### config.mk
export PLATFORM = sky130hd
export DESIGN_NAME = moie_exec
export DESIGN_NICKNAME = d
export VERILOG_FILES = /design/src/moie_pkg.sv /design/src/moie_exec.sv
export SDC_FILE = /design/constraint.sdc
export NUM_CORES = 1
export LEC_CHECK = 0
export BUFFER_PORTS_ARGS = -buffer_cell sky130_fd_sc_hd__buf_2
export CAP_MARGIN = 20
export CORE_ASPECT_RATIO = 0.9
export CORE_MARGIN = 1.5
export CORE_UTILIZATION = 26
export DETAILED_ROUTE_END_ITERATION = 8
export GPL_TIMING_DRIVEN = 0
export PLACE_DENSITY = 0.42
export SYNTH_ARGS = -nofsm -noshare
export SYNTH_HDL_FRONTEND = slang
export SYNTH_SLANG_ARGS = --single-unit
export TNS_END_PERCENT = 1
### constraint.sdc
create_clock -name clk -period 11.5 [get_ports clk]
set_clock_uncertainty 0.2 [all_clocks]
set_input_delay 0 -clock clk [delete_from_list [all_inputs] [get_ports clk]]
set_output_delay 0 -clock clk [all_outputs]
set_load 0.05 [all_outputs]
### src/moie_pkg.sv
`timescale 1ns / 1ps
`default_nettype none

package moie_pkg;

    localparam int REG_AW    = 9;
    localparam int REG_COUNT = 1 << REG_AW;

    localparam int DEST_W = 9;
    localparam int DATA_W = 32;

    // opcodes
    localparam logic [3:0] OP_SET   = 4'd0;
    localparam logic [3:0] OP_ADD   = 4'd1;
    localparam logic [3:0] OP_SUB   = 4'd2;
    localparam logic [3:0] OP_JMP   = 4'd3;
    localparam logic [3:0] OP_JMZ   = 4'd4;
    localparam logic [3:0] OP_CMP   = 4'd5;
    localparam logic [3:0] OP_PRINT = 4'd6;
    localparam logic [3:0] OP_HALT  = 4'd7;

    // operand kinds
    localparam logic [1:0] KIND_IMM = 2'd0;
    localparam logic [1:0] KIND_REG = 2'd1;

    typedef struct packed {
        logic [3:0]        mode;
        logic [DEST_W-1:0] dest_index;
        logic [1:0]        first_kind;
        logic [DATA_W-1:0] first_value;
        logic [1:0]        second_kind;
        logic [DATA_W-1:0] second_value;
    } instr_t;

    typedef struct packed {
        logic              en;
        logic [REG_AW-1:0] addr;
        logic [DATA_W-1:0] data;
    } wr_port_t;

    typedef struct packed {
        logic              jump_taken;
        logic [DATA_W-1:0] jump_target;
        logic              print_valid;
        logic [DATA_W-1:0] print_value;
        logic              halted;
        logic              bad_opcode;
    } result_t;

    // register index from an operand value, low bits only
    function automatic logic [REG_AW-1:0] value_addr(input logic [DATA_W-1:0] v);
        return v[REG_AW-1:0];
    endfunction

    // register index from the destination field
    function automatic logic [REG_AW-1:0] dest_addr(input logic [DEST_W-1:0] d);
        logic [DATA_W-1:0] w;
        w = {{(DATA_W-DEST_W){1'b0}}, d};
        return w[REG_AW-1:0];
    endfunction

endpackage

`default_nettype wire

### src/moie_exec.sv
`timescale 1ns / 1ps
`default_nettype none

module moie_exec (
    input  wire logic                          clk,
    input  wire logic                          rst_n,
    input  wire logic                          busy,
    input  wire logic                          in_valid,
    output logic                               in_ready,
    input  wire moie_pkg::instr_t              in_instr,
    output logic                               rd_en,
    output logic [moie_pkg::REG_AW-1:0]        rd_addr_a,
    output logic [moie_pkg::REG_AW-1:0]        rd_addr_b,
    input  wire logic [moie_pkg::DATA_W-1:0]   rd_data_a,
    input  wire logic [moie_pkg::DATA_W-1:0]   rd_data_b,
    output moie_pkg::wr_port_t                 wr,
    output logic                               out_valid,
    input  wire logic                          out_ready,
    output moie_pkg::result_t                  out_result
);

    moie_pkg::instr_t            ex_reg;
    logic                        ex_valid_reg;
    logic                        ex_valid_next;
    logic                        ex_fire;

    logic                        stopped_reg;
    logic                        stopped_next;
    logic                        error_reg;
    logic                        error_next;

    logic                        out_valid_reg;
    logic                        out_valid_next;
    moie_pkg::result_t           res_reg;
    moie_pkg::result_t           res_next;

    logic                        ok1;
    logic                        ok2;
    logic [moie_pkg::DATA_W-1:0] opa;
    logic [moie_pkg::DATA_W-1:0] opb;
    logic [moie_pkg::DATA_W-1:0] sum;
    logic [moie_pkg::DATA_W-1:0] cmp_val;
    logic                        wr_en_raw;
    logic [moie_pkg::REG_AW-1:0] wr_addr;
    logic [moie_pkg::DATA_W-1:0] wr_data;

    assign ex_fire  = ex_valid_reg && (!out_valid_reg || out_ready);
    assign in_ready = !busy && (!ex_valid_reg || ex_fire);
    assign rd_en    = in_valid && in_ready;

    // port a serves the first operand, port b the tested register or the second operand
    assign rd_addr_b = (in_instr.mode == moie_pkg::OP_JMZ || in_instr.mode == moie_pkg::OP_CMP)
                       ? moie_pkg::dest_addr(in_instr.dest_index)
                       : moie_pkg::value_addr(in_instr.second_value);
    assign rd_addr_a = moie_pkg::value_addr(in_instr.first_value);

    always_comb
    begin
        ok1 = (ex_reg.first_kind == moie_pkg::KIND_IMM) ||
              (ex_reg.first_kind == moie_pkg::KIND_REG);
        ok2 = (ex_reg.second_kind == moie_pkg::KIND_IMM) ||
              (ex_reg.second_kind == moie_pkg::KIND_REG);
        if (ex_reg.first_kind == moie_pkg::KIND_IMM)
            opa = ex_reg.first_value;
        else if (ex_reg.first_kind == moie_pkg::KIND_REG)
            opa = rd_data_a;
        else
            opa = '0;
        if (ex_reg.second_kind == moie_pkg::KIND_IMM)
            opb = ex_reg.second_value;
        else if (ex_reg.second_kind == moie_pkg::KIND_REG)
            opb = rd_data_b;
        else
            opb = '0;

        sum = (ex_reg.mode == moie_pkg::OP_SUB) ? (opa - opb) : (opa + opb);

        // signed three-way compare of tested register against operand
        if (rd_data_b == opa)
            cmp_val = '0;
        else if ($signed(rd_data_b) > $signed(opa))
            cmp_val = {{(moie_pkg::DATA_W-1){1'b0}}, 1'b1};
        else
            cmp_val = '1;

        wr_en_raw    = 1'b0;
        wr_addr      = moie_pkg::dest_addr(ex_reg.dest_index);
        wr_data      = opa;
        stopped_next = stopped_reg;
        error_next   = error_reg;
        res_next     = '0;

        if (!stopped_reg && !error_reg)
        begin
            case (ex_reg.mode)
                moie_pkg::OP_SET:
                begin
                    wr_en_raw = ok1;
                end
                moie_pkg::OP_ADD, moie_pkg::OP_SUB:
                begin
                    wr_en_raw = 1'b1;
                    wr_data   = ok2 ? sum : opa;
                end
                moie_pkg::OP_JMP:
                begin
                    res_next.jump_taken  = ok1;
                    res_next.jump_target = ok1 ? opa : '0;
                end
                moie_pkg::OP_JMZ:
                begin
                    if (ok1 && rd_data_b == '0)
                    begin
                        res_next.jump_taken  = 1'b1;
                        res_next.jump_target = opa;
                    end
                end
                moie_pkg::OP_CMP:
                begin
                    wr_en_raw = 1'b1;
                    wr_addr   = '0;
                    wr_data   = cmp_val;
                end
                moie_pkg::OP_PRINT:
                begin
                    res_next.print_valid = 1'b1;
                    res_next.print_value = opa;
                end
                moie_pkg::OP_HALT:
                begin
                    stopped_next = 1'b1;
                end
                default:
                begin
                    error_next = 1'b1;
                end
            endcase
        end
        res_next.halted     = stopped_next;
        res_next.bad_opcode = error_next;

        ex_valid_next  = rd_en ? 1'b1 : (ex_fire ? 1'b0 : ex_valid_reg);
        out_valid_next = ex_fire ? 1'b1 : (out_ready ? 1'b0 : out_valid_reg);
    end

    assign wr.en   = wr_en_raw && ex_fire;
    assign wr.addr = wr_addr;
    assign wr.data = wr_data;

    always_ff @(posedge clk or negedge rst_n)
    begin
        if (!rst_n)
        begin
            ex_valid_reg  <= 1'b0;
            out_valid_reg <= 1'b0;
            stopped_reg   <= 1'b0;
            error_reg     <= 1'b0;
        end
        else
        begin
            ex_valid_reg  <= ex_valid_next;
            out_valid_reg <= out_valid_next;
            if (ex_fire)
            begin
                stopped_reg <= stopped_next;
                error_reg   <= error_next;
            end
        end
    end

    always_ff @(posedge clk)
    begin
        if (rd_en)
        begin
            ex_reg <= in_instr;
        end
        if (ex_fire)
        begin
            res_reg <= res_next;
        end
    end

    assign out_valid  = out_valid_reg;
    assign out_result = res_reg;

`ifndef SYNTHESIS
    a_halt_sticks: assert property (@(posedge clk) disable iff (!rst_n)
        stopped_reg |=> stopped_reg)
        else $error("halted state cleared without reset");

    a_halt_error_exclusive: assert property (@(posedge clk) disable iff (!rst_n)
        !(stopped_reg && error_reg))
        else $error("halt and error both set");

    a_no_write_when_stopped: assert property (@(posedge clk) disable iff (!rst_n)
        (stopped_reg || error_reg) |-> !wr.en)
        else $error("register write after machine stopped");

    a_jump_print_exclusive: assert property (@(posedge clk) disable iff (!rst_n)
        out_valid_reg |-> !(res_reg.jump_taken && res_reg.print_valid))
        else $error("jump and print reported by one transaction");
`endif

endmodule

`default_nettype wire
==> results.yml, run 1 <==
setup_path:
  worst-path-max-fanout: 10
  crit_path_top_delay_cell: "o31ai_1"
  worstSetupPathType: "reg2out"
  max_stage_delay_ns: 0.64
  arrival_ns: 6.21
  worst_r2r_path_depth: 5
  cp-end-kind: "output port"
  required_ns: 11.30
  start_kind: "flip-flop"
  crit_chain: "clkbuf_1, buf_2, clkbuf_1, buf_1, buf_1, nor2_1, xor2_1, fa_1, a21o_1, a221oi_2, o31ai_1, nand3b_1, a311oi_1, nor3_1, or3_1, o211ai_1, buf_2"
timing:
  slew_viol_final: 0
  holdWs_ns: 0.00276
  hold_viol: 0
  fin_crit_sh: 0.557
  finalSetupViolCount: 0
  slew_headroom: 0.321
  tns_ns: 0
  final.min_clock_period_ns: 6.41
  rsz0062_at_grt: "false"
  fmax_mhz: 156
  tightest_slew_ns: 1.02
clock_network:
  cts_setup_buffers: 0
  cts_buffers: 17
  clock_sinks: 153
  cts_resized: 0
  cts.clk_slew.worst_paths_ns: 0.07
  htreeDepth: 4
  clk_latency_ns: 0.45
  clockRootBuffer: "clkbuf_16"
  ctsHoldBuffers: 95
  cts_tree: "done"
  clock_path_buffers: 2
place:
  routabilityCongestion: 0.858
  hpwl_um: 31600
  numPortBuffers: 280
floorplanning:
  coreArea_um2: 38500
  dieArea_um2: 40500
  die_x_um: 212
  fp-row-count: 68
  fp.dieH_um: 191
  initial_core_util: 0.265
  num_io_pins: 281
routing:
  avgViaCountPerCell: 4.71
  route.vias.total: 9176
  drt_wl_total_um: 39700
  wl_per_cell_um: 20.4
  dr.pass1.iters: 5
  drtIter0Drc: 526
  drc: 0
  ant_nets: 0
layout:
  utilization: 0.359
  drive_gt1_frac: 0.280
  nNetsFinal: 1619
  syn2layout_area_growth_pct: 35.6
  mostFrequentLayoutCells: "285 x buf_2, 149 x edfxtp_1, 127 x nor2_1, 95 x dlygate4sd3_1, 73 x nand2_1"
  fillers: 3997
  final_common_cell: "buf_2"
  largest_register_ffs: 81
global_routing:
  grt_usage: 0.196
  antenna_found_initial: 5
  gr-total-overflow: 0
  grt_start_max_net_pins: 47
  grt_pass1_vias: 9155
  grt_first_pass_wirelength_um: 57600
synth:
  syn-num-nets: 1222
  synthFlopType: "edfxtp_1"
  seq_area_frac_synth: 0.448
  ys_async_sr_fraction: 0.0261
  ys_warn_count: 0
  syn_avg_cell_area_um2: 10.1
  synth_seq_cells: 153
  synth_edf_count: 149
  synth.distinct_cells: 71
  syn_area_um2: 10200
  synthCells: 1009
power:
  pwr_density_cell_nw_per_um2: 118
  ir_drop_uv: 81.7
  p_leak_nw: 5.98
status:
  status: "finished clean"
min_path:
  min-delay-path-class: "in2reg"
  hold_path_depth: 2
flow_run:
  drv_cap: 0
[power by group]
part           internal, mW  leakage [nW]  switching (mW)
combinational         0.154          4.29           0.291
clock                 0.279         0.256           0.258
sequential            0.645          1.43         0.00955
[Yosys cell counts, types with 4 or more instances]
master	n	area [um^2]
edfxtp_1	149	4470
nor2_1	127	477
nand2_1	73	274
a21oi_1	65	325
ha_1	62	776
mux2_2	44	495
inv_1	43	161
o21ai_0	39	195
clkbuf_1	35	131
mux2i_1	32	320
xor2_1	31	272
a21o_1	25	188
nor3_1	23	115
and2_1	19	119
xnor2_1	18	158
o22ai_1	16	100
nand3_1	15	75.1
nand4_1	14	87.6
o221ai_1	12	105
o21bai_1	11	82.6
and3_1	9	56.3
buf_4	9	67.6
o21ai_1	9	45.0
nor4_1	8	50.1
a211oi_1	7	52.6
a31oi_1	7	43.8
o21a_1	7	52.6
o31ai_1	6	45.0
or3_1	6	37.5
buf_1	5	18.8
buf_2	5	25.0
nor2b_1	5	31.3
a211o_1	4	35.0
a22oi_1	4	30.0
dfrtp_1	4	100
nand2b_1	4	25.0
nor3b_1	4	30.0
[critical path, delay by kind of cell (launching register included)]
| family | cells | cell delay [ns] |
|---|---|---|
| xor gates and xnor gates | 1 | 0.38 |
| buffers and inverters | 6 | 2.53 |
| and+or+nand+nor | 4 | 0.77 |
| adders and majority gates | 1 | 0.29 |
| DFF | 1 | 0.32 |
| AOI/OAI and AO/OA | 5 | 1.42 |
[worst paths after layout]
kind                                    from        endpoint  slack [ns]
worst min register to register  ex_valid_reg       out_valid        0.34
min in group asynchronous              rst_n       error_reg        0.24
worst max-delay path              ex_reg[33]          wr[26]        5.09
worst min-delay path                in_valid      ex_reg[22]       0.003
max in group asynchronous              rst_n    ex_valid_reg       10.68
worst max register to register    ex_reg[66]  out_result[66]        8.66
[cell families after synthesis]
logic type,Yosys count,synth area share
buf+inv,101,0.0433
simple gates,320,0.147
flops,153,0.448
fa+ha+maj,63,0.0780
compound gates,245,0.158
mux,78,0.0843
xor+xnor,49,0.0420
[layout make-up]
class / count / area, um^2 / area share
clock buffers: 17 / 425 / 0.0307
plain buffers: 57 / 277 / 0.0200
multi-input cells: 755 / 5200 / 0.375
diodes: 3 / 7.51 / 0.000542
inverters: 44 / 165 / 0.0119
repair buffers: 378 / 2420 / 0.175
well taps: 525 / 657 / 0.0475
clock inverters: 15 / 120 / 0.00868
flip-flops and latches: 153 / 4570 / 0.330
[stage by stage]
stage | cells | cell area, um^2 | setup WS [ns] | power, mW
finish | 1947 | 13800 | 5.09 | 1.64
floorplan | 1009 | 10200 | 6.66 | 0.955
detailed placement | 1817 | 12300 | 5.59 | 1.09
global placement | 1814 | 12300 | 5.58 | 1.09
CTS | 1944 | 13800 | 5.06 | 1.65
global route | 1945 | 13800 | 4.78 | 1.71
[metal layers]
metal | global-route usage | part of all wire
met1 | 0.275 | 0.49
met2 | 0.303 | 0.44
met3 | 0.0399 | 0.056
met4 | 0.0585 | 0.019
met5 | 0 | 0
Power figures use the tool's default switching activity.
==> run 2: changes to the inputs <==
--- a/config.mk
+++ b/config.mk
@@ -12,7 +12,7 @@
 export CORE_UTILIZATION = 26
 export DETAILED_ROUTE_END_ITERATION = 8
 export GPL_TIMING_DRIVEN = 0
-export PLACE_DENSITY = 0.42
+export PLACE_DENSITY = 0.44
 export SYNTH_ARGS = -nofsm -noshare
 export SYNTH_HDL_FRONTEND = slang
 export SYNTH_SLANG_ARGS = --single-unit
==> constraint.sdc (replaced) <==
create_clock -name clk -period 5.67 [get_ports clk]
set_clock_uncertainty 0.2 [all_clocks]
set_input_delay 0 -clock clk [delete_from_list [all_inputs] [get_ports clk]]
set_output_delay 0 -clock clk [all_outputs]
set_load 0.05 [all_outputs]
==> results.yml, run 2 (synthesis gave the netlist of run 1 again) <==
layout:
  mostFrequentLayoutCells: "280 x buf_2, 149 x edfxtp_1, 127 x nor2_1, 99 x dlygate4sd3_1, 73 x nand2_1"
  drive_gt1_frac: 0.296
  syn2layout_area_growth_pct: 37.7
  nNetsFinal: 1625
  fin_cells: 1951
  final_common_cell: "buf_2"
  stdcell_area_um2: 14100
  fillers: 3991
  largest_register_ffs: 81
clock_network:
  htreeDepth: 4
  cts.clk_slew.worst_paths_ns: 0.07
  clock_sinks: 153
  cts_tree: "done"
  clock_path_buffers: 2
  clk_latency_ns: 0.46
  clockRootBuffer: "clkbuf_16"
  cts_buffers: 17
min_path:
  hp-start: "rd_data_a[4]"
  hold-path-endpoint: "out_result[39]"
  hold_path_depth: 4
  min-delay-path-class: "in2reg"
power:
  p_sw_mw: 1.10
  pwr-share-comb: 0.269
  sw_frac_of_total: 0.321
  clkPwrFrac: 0.342
  p_int_mw: 2.32
  seq_power_share: 0.389
  p_leak_nw: 6.08
  pwr_density_cell_nw_per_um2: 243
  ir_drop_uv: 144
routing:
  wl_per_cell_um: 20.5
  ant_nets: 0
  dr.pass1.iters: 5
  avgViaCountPerCell: 4.71
  drc: 0
  drt_wl_total_um: 39900
  route.vias.total: 9180
  drtIter0Drc: 455
timing:
  slew_viol_final: 0
  holdWs_ns: -0.00148
  fmax_mhz: 182
  hold_viol: 1
  tightest_slew_ns: 0.942
  slew_headroom: 0.372
  setup_ws_ns: 0.188
  final.min_clock_period_ns: 5.48
  tns_ns: 0
  rsz0062_at_grt: "true"
  finalSetupViolCount: 0
  fin_crit_sh: 0.967
floorplanning:
  initial_core_util: 0.265
  num_io_pins: 281
  fp-row-count: 68
  dieArea_um2: 40500
  fp.dieH_um: 191
  die_x_um: 212
  coreArea_um2: 38500
global_routing:
  grt_first_pass_wirelength_um: 58000
  antenna_found_initial: 3
  busiest_layer: "met2"
  met3_usage: 0.0378
  use_met1: 0.285
  grt_usage: 0.198
  gr-total-overflow: 0
  grtUsageMet2: 0.301
  grt_pass1_vias: 9118
  grt_start_max_net_pins: 60
place:
  placed_cell_area_um2: 12300
  pre_cts_ws_ns: -0.178
  hpwl_um: 31500
  dp.cells: 1817
  numPortBuffers: 280
  routabilityCongestion: 0.876
setup_path:
  r2r-start: "ex_reg[67]"
  arrival_ns: 5.28
  r2r_end: "out_result[43]"
  crit_path_top_delay_cell: "fa_1"
  cp-end-kind: "output port"
  regToRegSetupSlack_ns: 2.92
  max_stage_delay_ns: 0.45
  start_kind: "flip-flop"
  worst_path_most_repeated_cell: "buf_2"
  crit_chain: "clkbuf_2, buf_2, clkbuf_2, buf_2, buf_2, nor2_1, xor2_1, fa_1, a21o_1, a221oi_2, o31ai_2, a21o_1, a21oi_1, o21ai_0, xnor2_1, o221ai_1, clkbuf_4"
  worst-path-max-fanout: 10
  worst_r2r_path_depth: 8
  required_ns: 5.47
  worstSetupPathType: "reg2out"
status:
  violations: "hold timing"
  status: "finished, violations left"
flow_run:
  drv_cap: 0
-- run 2: metrics by stage --
stage | power [mW] | util
2_1_floorplan | 1.94 | -
3_3_place_gp | 2.20 | 0.318
3_5_place_dp | 2.20 | 0.320
4_1_cts | 3.45 | 0.363
5_1_grt | 3.57 | 0.365
6_report | 3.41 | 0.365
-- run 2: worst max path at each step --
stage                          start  endpoint  slack (ns)  cells after the start
final                     ex_reg[33]    wr[16]        0.19                     17
after global routing      ex_reg[32]    wr[30]       -0.10                     21
after CTS                 ex_reg[32]    wr[24]       0.003                     20
after detailed placement  ex_reg[33]    wr[26]       -0.18                     17
after global placement    ex_reg[33]    wr[16]       -0.21                     17
after floorplan           ex_reg[32]    wr[30]        0.83                     19
-- run 2: metal layers --
layer | routed length, um | part of all wire
met2 | 17100 | 0.43
met1 | 20100 | 0.50
met3 | 1930 | 0.048
met4 | 758 | 0.019
met5 | 0 | 0
-- run 2: timing repair --
action,4_1_cts,5_1_grt
pin swaps,0,1
setup buffers,2,1
resized for setup,17,17
setup endpoints to repair,25,17
hold buffers,99,0
endpoints found under the hold margin,125,0
-- run 2: area by class of cell --
cell class                      instances  area [um^2]  area share
Inverter                               44          165      0.0117
Timing Repair Buffer                  385         2510       0.178
Sequential cell                       153         4570       0.325
Buffer                                 56          299      0.0213
Multi-Input combinational cell        755         5270       0.375
Tap cell                              525          657      0.0467
Antenna cell                            2         5.00    0.000356
Clock buffer                           19          433      0.0308
Clock inverter                         12          150      0.0107
-- run 2: power by group through the flow --
| stage | registers, mW | logic (mW) | clock network, mW |
|---|---|---|---|
| 2_1_floorplan | 1.46 | 0.472 | 0 |
| 3_3_place_gp | 1.36 | 0.843 | 0 |
| 3_5_place_dp | 1.35 | 0.851 | 0 |
| 4_1_cts | 1.33 | 0.912 | 1.21 |
| 5_1_grt | 1.33 | 0.989 | 1.25 |
| 6_report | 1.33 | 0.916 | 1.17 |
-- run 2: worst max-delay path: cells and delay by family (launching register included) --
kind	cells	cell delay, ns
xor gates and xnor gates	2	0.37
DFF	1	0.32
and+or+nand+nor	1	0.10
AOI/OAI and AO/OA	7	1.78
buffers and inverters	6	1.77
adders and majority gates	1	0.45
